===== config.mk =====
export PLATFORM = sky130hd
export DESIGN_NAME = agentx_oid_decoder_unit
export DESIGN_NICKNAME = d
export VERILOG_FILES = /design/src/hdl/aod_pkg.sv /design/src/hdl/aod_decode.sv /design/src/hdl/aod_out_reg.sv /design/src/hdl/agentx_oid_decoder_unit.sv
export SDC_FILE = /design/constraint.sdc
export NUM_CORES = 1
export LEC_CHECK = 0
export ABC_AREA = 0
export BUFFER_PORTS_ARGS = -buffer_cell sky130_fd_sc_hd__buf_4
export CORE_ASPECT_RATIO = 0.75
export CORE_MARGIN = 1
export CORE_UTILIZATION = 35
export CTS_CLUSTER_DIAMETER = 100
export DETAILED_ROUTE_END_ITERATION = 10
export PLACE_DENSITY = 0.48
export SYNTH_ARGS = -nofsm -noshare
export SYNTH_HDL_FRONTEND = slang
export SYNTH_SLANG_ARGS = --single-unit

===== constraint.sdc =====
create_clock -name clk_i -period 4 [get_ports clk_i]
set_input_delay 0.4 -clock clk_i [delete_from_list [all_inputs] [get_ports clk_i]]
set_output_delay 0.4 -clock clk_i [all_outputs]
set_load 0.01 [all_outputs]

===== src/hdl/aod_pkg.sv =====
// package for the agentx object identifier decoder
// word types, phase and error codes, prefix expansion table; no dependencies
package aod_pkg;

  typedef struct packed {
    logic [7:0] data_byte;
    logic       buffer_end;
  } aod_in_t;

  typedef struct packed {
    logic [31:0] subid_value;
    logic        value_present;
    logic        last_of_oid;
    logic        include_flag;
    logic [1:0]  error_code;
  } aod_out_t;

  typedef struct packed {
    logic     valid;
    aod_out_t word;
  } aod_res_t;

  typedef enum logic [4:0] {
    PH_COUNT    = 5'b00001,
    PH_PREFIX   = 5'b00010,
    PH_INCLUDE  = 5'b00100,
    PH_RESERVED = 5'b01000,
    PH_WORDS    = 5'b10000
  } aod_phase_e;

  typedef enum logic [1:0] {
    ERR_NONE    = 2'd0,
    ERR_SHORT   = 2'd1,
    ERR_INCLUDE = 2'd2
  } aod_err_e;

  localparam logic [2:0] EXP_LAST     = 3'd4;
  localparam logic [1:0] BYTE_LAST    = 2'd3;

  // internet prefix 1.3.6.1 followed by the prefix byte
  function automatic logic [31:0] aod_exp_value(input logic [2:0] k, input logic [7:0] prefix);
    logic [31:0] v;
    case (k)
      3'd0:    v = 32'd1;
      3'd1:    v = 32'd3;
      3'd2:    v = 32'd6;
      3'd3:    v = 32'd1;
      default: v = {24'd0, prefix};
    endcase
    return v;
  endfunction

endpackage


===== src/hdl/aod_decode.sv =====
// header and subidentifier decoder with prefix expansion counter
// depends on aod_pkg
module aod_decode (
  input  logic            clk_i,
  input  logic            rst_ni,
  input  logic            item_valid_i,
  input  aod_pkg::aod_in_t item_i,
  input  logic            big_endian_i,
  input  logic            can_load_i,
  output aod_pkg::aod_res_t res_o,
  output logic            consume_o
);

  aod_pkg::aod_phase_e phase_q, phase_d;
  logic [7:0]  words_left_q, words_left_d;
  logic [7:0]  prefix_q, prefix_d;
  logic        include_q, include_d;
  logic [1:0]  biw_q, biw_d;
  logic [23:0] acc_q, acc_d;
  logic [2:0]  exp_cnt_q;

  logic done;
  logic advance;

  always_comb begin
    logic       endb;
    logic [7:0] b;
    logic       none;
    logic       final_byte;
    logic       fail;
    logic       restart;
    logic [1:0] fcode;
    endb         = item_i.buffer_end;
    b            = item_i.data_byte;
    none         = (words_left_q == 8'd0);
    final_byte   = (words_left_q <= 8'd1) && (biw_q == aod_pkg::BYTE_LAST);
    fail         = 1'b0;
    restart      = 1'b0;
    fcode        = aod_pkg::ERR_NONE;
    done         = 1'b1;
    res_o        = '0;
    phase_d      = phase_q;
    words_left_d = words_left_q;
    prefix_d     = prefix_q;
    include_d    = include_q;
    biw_d        = biw_q;
    acc_d        = acc_q;
    if (item_valid_i) begin
      case (phase_q)
        aod_pkg::PH_COUNT: begin
          if (endb) begin
            fail  = 1'b1;
            fcode = aod_pkg::ERR_SHORT;
          end else begin
            words_left_d = b;
            phase_d      = aod_pkg::PH_PREFIX;
          end
        end
        aod_pkg::PH_PREFIX: begin
          if (endb) begin
            fail  = 1'b1;
            fcode = aod_pkg::ERR_SHORT;
          end else begin
            prefix_d = b;
            phase_d  = aod_pkg::PH_INCLUDE;
          end
        end
        aod_pkg::PH_INCLUDE: begin
          if (endb) begin
            fail  = 1'b1;
            fcode = aod_pkg::ERR_SHORT;
          end else if (b[7:1] != 7'd0) begin
            fail  = 1'b1;
            fcode = aod_pkg::ERR_INCLUDE;
          end else begin
            include_d = b[0];
            phase_d   = aod_pkg::PH_RESERVED;
          end
        end
        aod_pkg::PH_RESERVED: begin
          if (!none && endb) begin
            fail  = 1'b1;
            fcode = aod_pkg::ERR_SHORT;
          end else begin
            if (prefix_q != 8'd0) begin
              res_o.valid              = 1'b1;
              res_o.word.subid_value   = aod_pkg::aod_exp_value(exp_cnt_q, prefix_q);
              res_o.word.value_present = 1'b1;
              res_o.word.last_of_oid   = (exp_cnt_q == aod_pkg::EXP_LAST) && none;
              res_o.word.include_flag  = include_q;
              done                     = (exp_cnt_q == aod_pkg::EXP_LAST);
            end else if (none) begin
              res_o.valid             = 1'b1;
              res_o.word.last_of_oid  = 1'b1;
              res_o.word.include_flag = include_q;
            end
            if (none) begin
              restart = 1'b1;
            end else begin
              phase_d = aod_pkg::PH_WORDS;
              biw_d   = 2'd0;
              acc_d   = 24'd0;
            end
          end
        end
        aod_pkg::PH_WORDS: begin
          if (endb && !final_byte) begin
            fail  = 1'b1;
            fcode = aod_pkg::ERR_SHORT;
          end else if (biw_q != aod_pkg::BYTE_LAST) begin
            if (big_endian_i) begin
              acc_d = {acc_q[15:0], b};
            end else begin
              case (biw_q)
                2'd0:    acc_d = {acc_q[23:8], b};
                2'd1:    acc_d = {acc_q[23:16], b, acc_q[7:0]};
                default: acc_d = {b, acc_q[15:0]};
              endcase
            end
            biw_d = biw_q + 2'd1;
          end else begin
            res_o.valid              = 1'b1;
            res_o.word.subid_value   = big_endian_i ? {acc_q, b} : {b, acc_q};
            res_o.word.value_present = 1'b1;
            res_o.word.last_of_oid   = (words_left_q <= 8'd1);
            res_o.word.include_flag  = include_q;
            biw_d                    = 2'd0;
            acc_d                    = 24'd0;
            if (words_left_q <= 8'd1) begin
              restart = 1'b1;
            end else begin
              words_left_d = words_left_q - 8'd1;
            end
          end
        end
        default: begin
          restart = 1'b1;
        end
      endcase
      if (fail) begin
        res_o                  = '0;
        res_o.valid            = 1'b1;
        res_o.word.last_of_oid = 1'b1;
        res_o.word.error_code  = fcode;
        done                   = 1'b1;
        restart                = 1'b1;
      end
      if (restart) begin
        phase_d      = aod_pkg::PH_COUNT;
        words_left_d = 8'd0;
        prefix_d     = 8'd0;
        include_d    = 1'b0;
        biw_d        = 2'd0;
        acc_d        = 24'd0;
      end
    end
  end

  assign advance   = item_valid_i && (!res_o.valid || can_load_i);
  assign consume_o = advance && done;

  always_ff @(posedge clk_i or negedge rst_ni) begin
    if (!rst_ni) begin
      phase_q      <= aod_pkg::PH_COUNT;
      words_left_q <= 8'd0;
      prefix_q     <= 8'd0;
      include_q    <= 1'b0;
      biw_q        <= 2'd0;
      acc_q        <= 24'd0;
      exp_cnt_q    <= 3'd0;
    end else if (advance) begin
      if (done) begin
        phase_q      <= phase_d;
        words_left_q <= words_left_d;
        prefix_q     <= prefix_d;
        include_q    <= include_d;
        biw_q        <= biw_d;
        acc_q        <= acc_d;
        exp_cnt_q    <= 3'd0;
      end else begin
        exp_cnt_q <= exp_cnt_q + 3'd1;
      end
    end
  end

  a_exp_in_reserved: assert property (@(posedge clk_i) disable iff (!rst_ni)
    exp_cnt_q != 3'd0 |-> phase_q == aod_pkg::PH_RESERVED && prefix_q != 8'd0)
    else $error("expansion counter running outside reserved phase");

  a_words_nonzero: assert property (@(posedge clk_i) disable iff (!rst_ni)
    phase_q == aod_pkg::PH_WORDS |-> words_left_q != 8'd0)
    else $error("word phase with no words left");

  a_biw_in_words: assert property (@(posedge clk_i) disable iff (!rst_ni)
    biw_q != 2'd0 |-> phase_q == aod_pkg::PH_WORDS)
    else $error("byte position set outside word phase");

  a_error_restarts: assert property (@(posedge clk_i) disable iff (!rst_ni)
    consume_o && res_o.valid && res_o.word.error_code != aod_pkg::ERR_NONE
    |=> phase_q == aod_pkg::PH_COUNT && exp_cnt_q == 3'd0)
    else $error("error did not return to header");

endmodule


===== src/hdl/aod_out_reg.sv =====
// result register between decoder and output channel
// depends on aod_pkg
module aod_out_reg (
  input  logic              clk_i,
  input  logic              rst_ni,
  input  aod_pkg::aod_res_t res_i,
  output logic              can_load_o,
  output logic              out_valid_o,
  input  logic              out_ready_i,
  output aod_pkg::aod_out_t out_data_o
);

  logic              out_valid_q, out_valid_d;
  aod_pkg::aod_out_t out_q;
  logic              load;

  assign can_load_o = !out_valid_q || out_ready_i;
  assign load       = res_i.valid && can_load_o;

  always_comb begin
    out_valid_d = out_valid_q;
    if (load) begin
      out_valid_d = 1'b1;
    end else if (out_ready_i) begin
      out_valid_d = 1'b0;
    end
  end

  always_ff @(posedge clk_i or negedge rst_ni) begin
    if (!rst_ni) begin
      out_valid_q <= 1'b0;
    end else begin
      out_valid_q <= out_valid_d;
    end
  end

  always_ff @(posedge clk_i) begin
    if (load) begin
      out_q <= res_i.word;
    end
  end

  assign out_valid_o = out_valid_q;
  assign out_data_o  = out_q;

endmodule


===== src/hdl/agentx_oid_decoder_unit.sv =====
// agentx object identifier decoder, top level: input register, config register
// depends on aod_pkg, aod_decode, aod_out_reg
//
// Takes the encoded identifier one byte word per cycle and gives one result word
// per subidentifier through the input register and the result register. A
// reserved byte with a non-zero prefix holds the input register while the
// expansion counter steps through 1.3.6.1.prefix. The result register
// stalls the input only when it is full and not taken.
module agentx_oid_decoder_unit (
  input  logic              clk_i,
  input  logic              rst_ni,
  input  logic              cfg_we_i,
  input  logic              cfg_wdata_i,
  input  logic              in_valid_i,
  output logic              in_ready_o,
  input  aod_pkg::aod_in_t  in_data_i,
  output logic              out_valid_o,
  input  logic              out_ready_i,
  output aod_pkg::aod_out_t out_data_o
);

  logic              big_endian_q;
  logic              in_valid_q, in_valid_d;
  aod_pkg::aod_in_t  in_q;
  logic              accept;
  logic              consume;
  logic              can_load;
  aod_pkg::aod_res_t res;

  always_ff @(posedge clk_i or negedge rst_ni) begin
    if (!rst_ni) begin
      big_endian_q <= 1'b1;
    end else if (cfg_we_i) begin
      big_endian_q <= cfg_wdata_i;
    end
  end

  assign in_ready_o = !in_valid_q || consume;
  assign accept     = in_valid_i && in_ready_o;

  always_comb begin
    in_valid_d = in_valid_q;
    if (accept) begin
      in_valid_d = 1'b1;
    end else if (consume) begin
      in_valid_d = 1'b0;
    end
  end

  always_ff @(posedge clk_i or negedge rst_ni) begin
    if (!rst_ni) begin
      in_valid_q <= 1'b0;
    end else begin
      in_valid_q <= in_valid_d;
    end
  end

  always_ff @(posedge clk_i) begin
    if (accept) begin
      in_q <= in_data_i;
    end
  end

  aod_decode u_decode (
    .clk_i        (clk_i),
    .rst_ni       (rst_ni),
    .item_valid_i (in_valid_q),
    .item_i       (in_q),
    .big_endian_i (big_endian_q),
    .can_load_i   (can_load),
    .res_o        (res),
    .consume_o    (consume)
  );

  aod_out_reg u_out_reg (
    .clk_i       (clk_i),
    .rst_ni      (rst_ni),
    .res_i       (res),
    .can_load_o  (can_load),
    .out_valid_o (out_valid_o),
    .out_ready_i (out_ready_i),
    .out_data_o  (out_data_o)
  );

endmodule

# Yosys cells after proc, flatten, opt, wreduce, memory -nomap -nowiden
# Index checks and enable logic that the tools add are counted.
[word_totals]
mem_bits_ro = 0
reg_bits = 100
word_cells = 169
mem_bits_rw = 0
latchBits = 0
mem_count = 0
out_inout_bits = 39
inputBits = 15
[op_classes]
order_cmp = 1
addsub = 3
div_mod_pow = 0
eq_ne = 27
shift = 0
n_bitwise = 1
reduce_logical = 41
mul = 0
n_mux = 77
[op_table]
columns = ["operator", "count"]
rows = [
  ["$mux W24", 6],
  ["$mux W36", 3],
  ["$pmux W24 S2", 2],
  ["$mux W38", 2],
  ["$pmux W36 S2", 1],
  ["$mux W8", 7],
  ["$mux W5", 7],
  ["$mux W32", 1],
  ["$mux W1", 30],
  ["$reduce_and A9 Y1", 3],
  ["$pmux W8 S3", 1],
  ["$ne A5 B5 Y1 const B", 4],
  ["$pmux W5 S4", 1],
  ["$mux W2", 9],
  ["$ne A3 B3 Y1 const B", 6],
  ["$pmux W8 S2", 1],
  ["$reduce_and A10 Y1", 1],
  ["$mux W9", 1],
  ["$ne A3 B2 Y1 const B", 3],
  ["$le A8 B1 Y1 const B", 1],
  ["$logic_and A1 B1 Y1", 8],
  ["$logic_not A8 Y1", 1],
  ["$pmux W2 S4", 1],
  ["$reduce_and A8 Y1", 1],
  ["other kinds (35)", 49],
]

# Logic depth before layout (Yosys ltp)
# Gate-level depths: netlist of run 1.
[logic_depth]
word_depth = 16
depth_mapped = 11
mapped_depth_nobuf = 9

# By module
# Synthesis of run 1 repeated with hierarchy kept, for this count alone.
[hier_totals]
hier_cells = 489
area_unflattened_um2 = 5333.9
[modules_own_cells]
columns = ["mod", "cells_per_inst", "area_each_um2", "n_inst", "seq_area_each_um2"]
rows = [
  ["aod_decode", 433, 3806.2, 1, 1277.5],
  ["aod_out_reg", 41, 1164.9, 1, 1136.1],
  ["agentx_oid_decoder_unit", 15, 362.8, 1, 321.6],
]

# Worst setup path after synthesis of run 1
# OpenSTA, ideal clock, no wires.
[synth_path]
kind = "reg2reg"
start = "reg u_decode.words_left_q[0]"
end = "reg u_out_reg.out_q (netlist bit u_out_reg.out_data_o[0]), enable pin"
required_time_ns = 3.602
n_path_buf = 1
setup_time_ns = 0.398
path_stages_with_launch = 10
t_arrival_ns = 2.840
period_less_slack_ns = 3.238
setup_slack_ns = 0.762
path_cell_list = "dfrtp_1 > inv_1 > ha_1 > or3b_2 > clkbuf_1 > o21ai_1 > nand3_1 > nor2b_1 > o211ai_1 > and3_1"
[synth_between]
elab_chain_cells = 10
word_cells_on_any_way = 19
cone_classes = "order compare: 1; mux: 11; reduce/logical: 7"
[synth_rtl]
columns = ["item", "line_no", "source"]
rows = [
  ["start: declaration", "aod_decode.sv:15", "logic [7:0] words_left_q, words_left_d;"],
  ["start signal: assignment", "aod_decode.sv:174", "words_left_q <= words_left_d;"],
  ["$le A8 B1 Y1", "aod_decode.sv:36", "final_byte = (words_left_q <= 8'd1) && (biw_q == aod_pkg::BYTE_LAST);"],
  ["$logic_and A1 B1 Y1", "aod_decode.sv:36", ""],
  ["$logic_not A1 Y1", "aod_decode.sv:107", "if (endb && !final_byte) begin"],
  ["$logic_and A1 B1 Y1", "aod_decode.sv:107", ""],
  ["$mux W1", "aod_decode.sv:107", ""],
  ["$pmux W1 S4", "aod_decode.sv:49", "case (phase_q)"],
  ["$mux W1", "aod_decode.sv:48", "if (item_valid_i) begin"],
  ["$mux W38 *", "aod_decode.sv:140", "if (fail) begin"],
  ["$mux W38 *", "aod_decode.sv:48", ""],
  ["$logic_and A1 B1 Y1 *", "aod_out_reg.sv:18", "assign load = res_i.valid && can_load_o;"],
  ["via u_out_reg.load", "aod_out_reg.sv:15", "logic load;"],
  ["end signal: assignment", "aod_out_reg.sv:39", "out_q <= res_i.word;"],
  ["end: declaration", "aod_out_reg.sv:14", "aod_pkg::aod_out_t out_q;"],
]
# Mark *: on every way through the listed nets, which the timed path passes. The rest lies on a longest branch. The select of a mux whose other input is x is not followed.
# A chain may end at the register's enable or synchronous reset.

# Worst setup path in the final report of run 1
[layout_path]
start = "reg u_decode.words_left_q[4]"
end = "out in_ready_o"
[layout_between]
elab_chain_cells = 14
word_cells_on_any_way = 27
cone_classes = "order compare: 1; mux: 15; reduce/logical: 11"
[layout_rtl]
columns = ["item", "line_no", "source"]
rows = [
  ["$le A8 B1 Y1", "aod_decode.sv:36", ""],
  ["$logic_and A1 B1 Y1", "aod_decode.sv:36", ""],
  ["$logic_not A1 Y1", "aod_decode.sv:107", ""],
  ["$logic_and A1 B1 Y1", "aod_decode.sv:107", ""],
  ["$mux W1", "aod_decode.sv:107", ""],
  ["$pmux W1 S4", "aod_decode.sv:49", ""],
  ["$mux W1", "aod_decode.sv:48", ""],
  ["$mux W38", "aod_decode.sv:140", ""],
  ["$mux W38", "aod_decode.sv:48", ""],
  ["$logic_not A1 Y1", "aod_decode.sv:159", "assign advance = item_valid_i && (!res_o.valid || can_load_i);"],
  ["$logic_or A1 B1 Y1", "aod_decode.sv:159", ""],
  ["$logic_and A1 B1 Y1", "aod_decode.sv:159", ""],
  ["$logic_and A1 B1 Y1 *", "aod_decode.sv:160", "assign consume_o = advance && done;"],
  ["$logic_or A1 B1 Y1 *", "agentx_oid_decoder_unit.sv:38", "assign in_ready_o = !in_valid_q || consume;"],
  ["end: declaration", "agentx_oid_decoder_unit.sv:15", "output logic in_ready_o,"],
]
# Every way passes the cells marked *; elsewhere a longest branch is shown, timed or not. The select of a mux whose other input is x is not followed.

==> results of run 1 <==
## kinds of logic (layout without fill, tap and decap cells)
group / count (synthesis) / after routing / share of synthesized area
and+or+nand+nor: 176 / 176 / 0.1644
AOI/OAI and AO/OA: 122 / 122 / 0.1641
DFF: 100 / 100 / 0.5118
buffers and inverters: 56 / 97 / 0.05034
muxes: 35 / 35 / 0.08101
adders and majority gates: 10 / 10 / 0.02341
xor gates and xnor gates: 3 / 3 / 0.004918
## how the worst max path moves through the flow
stage	depth (start not counted)	slack (ns)	endpoint	from
final	8	0.56	in_ready_o	u_decode.words_left_q[4]$_DFFE_PN0P_
after global routing	10	0.38	in_ready_o	u_decode.words_left_q[0]$_DFFE_PN0P_
after CTS	6	0.58	u_out_reg.out_data_o[21]$_SDFFCE_PP0P_	in_q[6]$_DFFE_PP_
after detailed placement	6	0.59	u_out_reg.out_data_o[21]$_SDFFCE_PP0P_	in_q[6]$_DFFE_PP_
after global placement	6	0.59	u_out_reg.out_data_o[21]$_SDFFCE_PP0P_	in_q[6]$_DFFE_PP_
after floorplan	9	0.76	u_out_reg.out_data_o[0]$_SDFFCE_PN0P_	u_decode.words_left_q[0]$_DFFE_PN0P_
## synthesized netlist by cell type, types with 3 or more instances
cell type,number,area [um^2]
nand2b_1,19,118.9
o21ai_1,3,15.01
nand2_1,62,232.7
ha_1,10,125.1
a22oi_1,6,45.04
a211o_1,5,43.79
nor2_1,39,146.4
nand3_1,12,60.06
buf_6,4,45.04
buf_2,8,40.04
o31ai_1,3,22.52
nor4_1,12,75.07
buf_1,3,11.26
a21oi_1,44,220.2
clkbuf_1,15,56.30
edfxtp_1,46,1381
o211ai_4,3,63.81
dfrtp_1,52,1301
a22o_1,9,78.83
and3_1,9,56.30
nor2b_1,3,18.77
mux2_4,16,240.2
o21ai_0,18,90.09
a21o_1,3,22.52
o31a_1,3,26.28
a221o_1,6,60.06
mux2i_1,17,170.2
inv_1,21,78.83
nor3_1,3,15.01
## cell type report
| type | instances | share of cell area |
|---|---|---|
| inverter | 21 | 0.01282 |
| clock inverter | 4 | 0.003460 |
| clock buffer | 12 | 0.04193 |
| sequential | 100 | 0.4449 |
| tap | 200 | 0.04071 |
| timing repair buffer | 60 | 0.07531 |
| multi-input combinational | 346 | 0.3808 |
## cells in the final DEF (no fill, tap or decap), drive strengths merged, types with 3 or more instances in the layout
master | synthesis | layout
a21oi | 45 | 45
clkinv | 0 | 3
a22oi | 7 | 7
nor3 | 4 | 4
a211o | 5 | 5
inv | 21 | 22
o211ai | 5 | 5
nor2 | 39 | 39
clkbuf | 17 | 12
edfxtp | 46 | 46
buf | 16 | 60
a22o | 9 | 9
o31ai | 3 | 3
ha | 10 | 10
nor3b | 3 | 3
o31a | 3 | 3
mux2i | 17 | 17
nor4 | 13 | 13
dfrtp | 52 | 52
nand3 | 12 | 12
mux2 | 18 | 18
o21ai | 21 | 21
and3 | 9 | 9
a21o | 3 | 3
a221o | 6 | 6
nand2b | 19 | 19
nor2b | 3 | 3
nand2 | 63 | 63
## stage by stage
| stage | utilization | instances | power, mW | hold slack (ns) | setup slack (ns) |
|---|---|---|---|---|---|
| 6_report | 0.4184 | 743 | 3.431 | 0.1204 | 0.5586 |
| 5_1_grt | 0.4184 | 743 | 3.610 | 0.1745 | 0.3768 |
| 4_1_cts | 0.4184 | 743 | 3.454 | 0.1452 | 0.5761 |
| 3_5_place_dp | 0.3994 | 727 | 2.604 | 0.4936 | 0.5938 |
| 3_3_place_gp | 0.3994 | 727 | 2.602 | 0.4909 | 0.5858 |
| 2_1_floorplan | - | 502 | 2.222 | 0.1044 | 0.7620 |
## metal layers
metal	track usage	share of wire
met1	0.2820	0.52
met2	0.2682	0.42
met3	0.03777	0.050
met4	0.04887	0.011
met5	0	0
## power breakdown
group	internal (mW)	switching [mW]
clock	0.458	0.384
sequential	1.26	0.143
combinational	0.459	0.731
## worst reg2reg max path, stage by stage, from the launching register on
cell and delay (ns):
edfxtp_1 0.59, or4_1 0.59, o41ai_2 0.27, and3_1 0.55, and3_1 0.26, nand2_1 0.51, a21oi_1 0.43
## flip-flops by register name, summed over array words and instances (netlist names)
| name | count |
|---|---|
| u_out_reg.out_valid_o | 1 |
| in_q | 9 |
| u_decode.acc_q | 24 |
| u_decode.include_q | 1 |
| u_decode.biw_q | 2 |
| in_valid_q | 1 |
| big_endian_q | 1 |
| u_decode.exp_cnt_q | 3 |
| u_decode.words_left_q | 8 |
| u_decode.phase_q | 5 |
| u_decode.prefix_q | 8 |
| u_out_reg.out_data_o | 37 |
==> results.json, run 1 <==
{
  "status": "finished, final reports clean",
  "synth-main-ff-cell": "dfrtp_1",
  "reg2reg_slack_ns": 0.61,
  "crit_fanout": 11,
  "slew_violations": 0,
  "antenna_found_initial": 0,
  "initial_core_util": 0.3637,
  "cts_tree": "built",
  "overflow": 0,
  "ys_ff_latch": 100,
  "io_buffer_count": 53,
  "hp-class": "input pin to asynchronous set/reset pin",
  "syn_inst": 502,
  "grt_pass1_vias": 3809,
  "cts_setup_buffers": 0,
  "n_antenna_cell": 0,
  "vdd_drop_max_mv": 0.2161,
  "ys_async_sr_fraction": 0.5400,
  "clkSinkCount": 100,
  "cap_violations": 0,
  "dr.pass1.iters": 5,
  "end_kind": "primary output",
  "fp.coreArea_um2": 14690,
  "r2r-end": "u_out_reg.out_data_o[21]$_SDFFCE_PP0P_",
  "critPathSlowestCell": "or4_4",
  "synth_edf_count": 46,
  "stdcell_area_um2": 6147,
  "place.gp.congestion": 0.8370,
  "finalSetupTns_ns": 0,
  "post-route-min-period_ns": 3.441,
  "max_stage_delay_ns": 0.60,
  "worstRegToRegCells": 6,
  "cp.arrival_ns": 3.04,
  "cts_hold_buf": 0,
  "synth_cell_types": 65,
  "pwr_density_cell_nw_per_um2": 558.1,
  "hpwl_mm": 9.560,
  "tightest_slew_ns": 0.9213,
  "fin_skew_ns": 0.006462,
  "vias": 3897,
  "finalHoldViolations": 0,
  "nets": 563,
  "crit_top_cell": "buf_4",
  "drtIter0Drc": 332,
  "power.leakage_nw": 2.438,
  "slew_headroom": 0.3802,
  "die_h_um": 109.0,
  "ios": 54,
  "fmax_mhz": 290.6,
  "cp.required_ns": 3.60,
  "wirelength_mm": 13.75,
  "start_kind": "register",
  "grt_usage": 0.1867,
  "avgSynthCellArea_um2": 10.65,
  "die_width_um": 144.7,
  "setup_viol": 0,
  "fillers": 1417,
  "via_per_inst": 5.245,
  "path_cells": "or4_4 > o41ai_1 > and3_1 > nor3b_2 > a21oi_2 > buf_4 > nand2_1 > buf_4",
  "synth_warnings": 0,
  "multi_input_area_um2": 2341,
  "rows": 38,
  "cts_inserted_buffers": 9,
  "path_class": "register to primary output",
  "drive_gt1_frac": 0.1971,
  "synth-seq-area-share": 0.5118,
  "ant_nets": 0,
  "root_buffer": "clkbuf_16",
  "h-tree-depth": 3,
  "grt_pass1_wl_mm": 21.71,
  "clk_path_buf_depth": 2,
  "place_area_um2": 5868,
  "wl_per_cell_um": 18.51,
  "grt_max_degree": 55,
  "syn_nets": 527,
  "cts_resized": 0,
  "r2r-start": "in_q[6]$_DFFE_PP_",
  "path_buf_inv": 2,
  "syn_to_final_growth_pct": 15.03,
  "fin_crit_sh": 0.8604,
  "rsz0062_at_grt": "false",
  "path_clk_slew_ns": 0.07,
  "critical-path-top-delay-family": "simple AND/OR/NAND/NOR gates",
  "die-area_um2": 15770,
  "regArea_um2": 2735,
  "syn_area_um2": 5344,
  "insertion_delay_ns": 0.35,
  "drc": 0
}
(Power assumes the default switching activity.)
==> run 2: changes to the inputs <==
- ABC_AREA: 0 -> 1
==> results.json, run 2 <==
{
  "h-tree-depth": 3,
  "cts_tree": "built",
  "synth_warnings": 0,
  "grt_pass1_vias": 4321,
  "n_antenna_cell": 0,
  "ys_ff_latch": 100,
  "path_clk_slew_ns": 0.07,
  "grt_max_degree": 55,
  "vias": 4599,
  "cap_violations": 0,
  "largest_register_ffs": 37,
  "fin_skew_ns": 0.006297,
  "fp.coreArea_um2": 15180,
  "wl_per_cell_um": 16.74,
  "via_per_inst": 5.144,
  "synth_top_cell_area_share": 0.2543,
  "die_width_um": 145.9,
  "top_usage_layer": "met1",
  "cts_inserted_buffers": 9,
  "status": "finished, final reports clean",
  "rsz0062_at_grt": "false",
  "initial_core_util": 0.3580,
  "ys_top_cells_by_count": "161 x nand2_1, 55 x nand3_1, 52 x dfrtp_1, 52 x inv_1, 46 x edfxtp_1",
  "most-common-layout-cells": "161 x nand2_1, 61 x buf_4, 55 x nand3_1, 52 x inv_1, 52 x dfrtp_1",
  "grt_use_met2": 0.2826,
  "finalHoldViolations": 0,
  "synth-seq-area-share": 0.5035,
  "drc": 0,
  "grt_pass1_wl_mm": 23.82,
  "drive_gt1_frac": 0.1640,
  "synth_cell_types": 42,
  "synth-main-ff-cell": "dfrtp_1",
  "wirelength_mm": 14.97,
  "insertion_delay_ns": 0.36,
  "synth_edf_count": 46,
  "synth_area_leader_cell": "edfxtp_1",
  "syn_inst": 642,
  "syn_nets": 667,
  "avgSynthCellArea_um2": 8.462,
  "r2r-start": "u_decode.phase_q[2]$_DFFE_PN0P_",
  "post-route-min-period_ns": 3.074,
  "ios": 54,
  "worstRegToRegCells": 13,
  "path_class": "register to register",
  "nets": 709,
  "ys_async_sr_fraction": 0.5400,
  "die-area_um2": 16030,
  "setup_viol": 0,
  "root_buffer": "clkbuf_16",
  "crit_fanout": 23,
  "start_kind": "register",
  "rows": 39,
  "r2r-end": "u_decode.acc_q[20]$_DFFE_PN0P_",
  "hp-class": "input pin to asynchronous set/reset pin",
  "final_util": 0.4148,
  "reg2reg_slack_ns": 0.93,
  "cts_setup_buffers": 0,
  "end_kind": "register",
  "cts_hold_buf": 0,
  "clkSinkCount": 100,
  "ant_nets": 0,
  "syn_area_um2": 5433,
  "place.gp.congestion": 0.9054,
  "syn_to_final_growth_pct": 15.87,
  "grt_usage": 0.1985,
  "fillers": 1564,
  "fin_crit_sh": 0.7685,
  "synth_most_common_cell": "nand2_1",
  "hpwl_mm": 10.88,
  "drtIter0Drc": 419,
  "slew_violations": 0,
  "fmax_mhz": 325.3,
  "die_h_um": 109.9,
  "tightest_slew_ns": 0.7536,
  "cp.required_ns": 4.25,
  "pwr_density_cell_nw_per_um2": 529.7,
  "vdd_drop_max_mv": 0.2566,
  "io_buffer_count": 53,
  "dr.pass1.iters": 6,
  "antenna_found_initial": 0,
  "finalSetupTns_ns": 0,
  "cts_resized": 0,
  "final_common_cell": "nand2_1",
  "grt_use_met1": 0.2958,
  "overflow": 0,
  "clk_path_buf_depth": 2,
  "cp.arrival_ns": 3.33,
  "slew_headroom": 0.4976,
  "met3_usage": 0.04025,
  "synth_area_leaders": "edfxtp_1 25%, dfrtp_1 24%, nand2_1 11%",
  "power.leakage_nw": 2.713
}
-- run 2: cell count changes in the layout (fill, tap and decap cells not counted), sizes merged, moves of 17 or more --
cell	before	now
nand2	63	170
nand3	12	58
inv	22	59
nand2b	19	0
mux2	18	0
o21ai	21	39
mux2i	17	0
nor3	4	21
-- run 2: area by class of cell --
| type | instances | area (um^2) | area share |
|---|---|---|---|
| tap | 205 | 256.5 | 0.04075 |
| inverter | 61 | 229.0 | 0.03637 |
| clock inverter | 2 | 11.26 | 0.001789 |
| clock buffer | 14 | 264.0 | 0.04194 |
| sequential | 100 | 2735 | 0.4345 |
| timing repair buffer | 61 | 457.9 | 0.07275 |
| multi-input combinational | 451 | 2341 | 0.3719 |
-- run 2: logic make-up after synthesis --
kind of cell / after synthesis / synth area share
xor+xnor: 1 / 0.001612
flops: 100 / 0.5035
compound gates: 109 / 0.1218
simple gates: 331 / 0.2831
buf+inv: 91 / 0.06702
fa+ha+maj: 10 / 0.02303
-- run 2: metrics by stage --
stage	setup WS, ns	std cells	total power, mW	hold WS, ns	instance area (um^2)
after CTS	0.9295	894	3.355	0.1415	6295
after detailed placement	0.9372	878	2.509	0.4851	6020
final	0.9260	894	3.334	0.09065	6295
after global routing	0.6588	894	3.536	0.1596	6295
after global placement	1.071	878	2.497	0.4784	6020
after floorplan	0.6643	642	2.156	0.1044	5433
-- run 2: worst max path at each step --
stage                                          from                                     to  slack (ns)  cells after the start
2_1_floorplan  u_decode.words_left_q[0]$_DFFE_PN0P_  u_out_reg.out_data_o[0]$_SDFFCE_PN0P_        0.66                     11
3_3_place_gp        u_decode.phase_q[2]$_DFFE_PN0P_         u_decode.acc_q[16]$_DFFE_PN0P_        1.07                     13
3_5_place_dp        u_decode.phase_q[2]$_DFFE_PN0P_         u_decode.acc_q[20]$_DFFE_PN0P_        0.94                     13
4_1_cts             u_decode.phase_q[2]$_DFFE_PN0P_         u_decode.acc_q[20]$_DFFE_PN0P_        0.93                     13
5_1_grt             u_decode.phase_q[2]$_DFFE_PN0P_         u_decode.acc_q[20]$_DFFE_PN0P_        0.66                     13
6_report            u_decode.phase_q[2]$_DFFE_PN0P_         u_decode.acc_q[20]$_DFFE_PN0P_        0.93                     13
-- run 2: per-layer routing --
metal	vias up	routed length, um
met3	15	632
met5	-	0
met4	0	184
met1	2209	8049
met2	94	6100
li1	2281	-
-- run 2: worst max-delay path, stage by stage, from the launching register on --
cell and delay [ns]:
dfrtp_1 0.41, nor2_2 0.16, nand3_1 0.09, buf_4 0.22, inv_2 0.19, nand3_1 0.12, nand2_2 0.14, nor2_8 0.06
nand2_2 0.33, nor2_1 0.15, nor2_4 0.46, nand3_1 0.41, nand2_1 0.16, nand2_1 0.06
-- run 2: power breakdown --
group / total [mW] / switching [mW] / internal (mW)
registers: 1.37 / 0.111 / 1.26
logic: 1.13 / 0.795 / 0.331
clock network: 0.841 / 0.386 / 0.455
==> run 3: changes to the inputs <==
- clock period: 4 -> 3 ns (I/O delays scaled with it)
==> results.json, run 3 (synthesis results as in run 2) <==
{
  "hp-class": "input pin to asynchronous set/reset pin",
  "vias": 4716,
  "grt_pass1_vias": 4327,
  "most-common-layout-cells": "161 x nand2_1, 67 x buf_4, 55 x nand3_1, 52 x inv_1, 52 x dfrtp_1",
  "fmax_mhz": 365.2,
  "finalSetupTns_ns": 0,
  "grt_usage": 0.2046,
  "path_buf_inv": 1,
  "regArea_um2": 2735,
  "reg2reg_slack_ns": 0.26,
  "die_width_um": 145.9,
  "critPathSlowestCell": "dfrtp_1",
  "rsz0062_at_grt": "false",
  "hpwl_mm": 11.17,
  "status": "finished, final reports clean",
  "vdd_drop_max_mv": 0.3441,
  "root_buffer": "clkbuf_16",
  "clk_path_buf_depth": 2,
  "r2r-end": "u_decode.acc_q[19]$_DFFE_PN0P_",
  "io_buffer_count": 53,
  "drtIter0Drc": 404,
  "n_antenna_cell": 0,
  "cts_setup_buffers": 0,
  "overflow": 0,
  "power_mw": 4.656,
  "fin_crit_sh": 0.9128,
  "setup_viol": 0,
  "cts_resized": 0,
  "finalHoldViolations": 0,
  "r2r-start": "u_decode.words_left_q[0]$_DFFE_PN0P_",
  "max_stage_delay_ns": 0.42,
  "h-tree-depth": 3,
  "worst_slack_ns": 0.2616,
  "grt_pass1_wl_mm": 24.45,
  "end_kind": "register",
  "grt_max_degree": 55,
  "cts_hold_buf": 0,
  "path_clk_slew_ns": 0.07,
  "crit_fanout": 16,
  "initial_core_util": 0.3580,
  "wirelength_mm": 15.56,
  "path_class": "register to register",
  "ant_nets": 0,
  "cts_tree": "built",
  "critical-path-top-delay-family": "simple AND/OR/NAND/NOR gates",
  "pwr_density_cell_nw_per_um2": 726.2,
  "cp.required_ns": 3.24,
  "final_common_cell": "nand2_1",
  "drive_gt1_frac": 0.1753,
  "cap_violations": 0,
  "cp.arrival_ns": 2.98,
  "slew_headroom": 0.5027,
  "route.met2.wl_mm": 6.321,
  "start_kind": "register",
  "whs_ns": 0.01144,
  "m1WireLength_mm": 7.980,
  "ios": 54,
  "rows": 39,
  "post-route-min-period_ns": 2.738,
  "crit_cells": 15,
  "syn_to_final_growth_pct": 18.01,
  "tightest_slew_ns": 0.7459,
  "via_per_inst": 5.234,
  "slew_violations": 0,
  "worstRegToRegCells": 15,
  "place.gp.congestion": 0.8937,
  "cts_inserted_buffers": 9,
  "multi_input_area_um2": 2341,
  "path_cells": "inv_1 > ha_1 > nor2_1 > nor2_1 > nand3_1 > nand3_1 > nand2_2 > nor2_8 > nand2_2 > nand2_2 > nand3_4 > nor2_4 > nand3_1 > nand2_1 > nand2_1",
  "die_h_um": 109.9,
  "fin_skew_ns": 0.01267,
  "routed.top_layer": "met4",
  "drc": 0,
  "largest_register_ffs": 37,
  "place_ws_ns": 0.3274,
  "clkSinkCount": 100,
  "die-area_um2": 16030,
  "nets": 716,
  "dr.pass1.iters": 6,
  "fp.coreArea_um2": 15180,
  "power.leakage_nw": 2.781,
  "wl_met3_mm": 1.008,
  "insertion_delay_ns": 0.35,
  "wl_per_cell_um": 17.27,
  "fillers": 1536,
  "antenna_found_initial": 0
}
==> run 3: cell types whose count changed in the layout (fill, tap and decap cells not counted) <==
cell | previous run | this run
clkbuf_1 | 3 | 1
clkinv_2 | 0 | 1
clkbuf_8 | 2 | 1
buf_12 | 0 | 1
clkbuf_16 | 9 | 12
clkinvlp_4 | 1 | 0
buf_4 | 61 | 67
==> run 3: metal layers <==
layer  global-route usage  vias to the layer above
met5                    0                        -
met4              0.07444                        0
met3              0.04108                       13
met2               0.2799                      168
met1               0.3126                     2247
li1                     -                     2288
==> run 3: final cells by class <==
| cell class | instances | area share |
|---|---|---|
| clock buffer | 14 | 0.04957 |
| multi-input combinational | 451 | 0.3651 |
| sequential | 100 | 0.4266 |
| timing repair buffer | 68 | 0.08158 |
| inverter | 61 | 0.03571 |
| tap | 205 | 0.04001 |
| clock inverter | 2 | 0.001366 |
==> run 3: power breakdown <==
group	total (mW)	switching [mW]	internal (mW)
Sequential	1.80	0.127	1.67
Clock	1.25	0.515	0.734
Combinational	1.61	1.12	0.484
==> run 3: how the worst max path moves through the flow <==
stage | slack, ns | start | end
2_1_floorplan | 0.28 | u_decode.words_left_q[0]$_DFFE_PN0P_ | u_out_reg.out_data_o[0]$_SDFFCE_PN0P_
3_3_place_gp | 0.41 | u_decode.words_left_q[0]$_DFFE_PN0P_ | u_decode.acc_q[16]$_DFFE_PN0P_
3_5_place_dp | 0.33 | u_decode.phase_q[0]$_DFFE_PN1P_ | u_decode.acc_q[16]$_DFFE_PN0P_
4_1_cts | 0.30 | u_decode.words_left_q[0]$_DFFE_PN0P_ | u_decode.acc_q[16]$_DFFE_PN0P_
5_1_grt | 0.003 | u_decode.words_left_q[0]$_DFFE_PN0P_ | u_decode.acc_q[20]$_DFFE_PN0P_
6_report | 0.26 | u_decode.words_left_q[0]$_DFFE_PN0P_ | u_decode.acc_q[19]$_DFFE_PN0P_
==> run 3: metrics by stage <==
step	util	cell area, um^2	instances
floorplan	-	5435	642
global placement	0.4009	6085	885
detailed placement	0.4009	6085	885
CTS	0.4225	6411	901
global route	0.4225	6411	901
finish	0.4225	6411	901
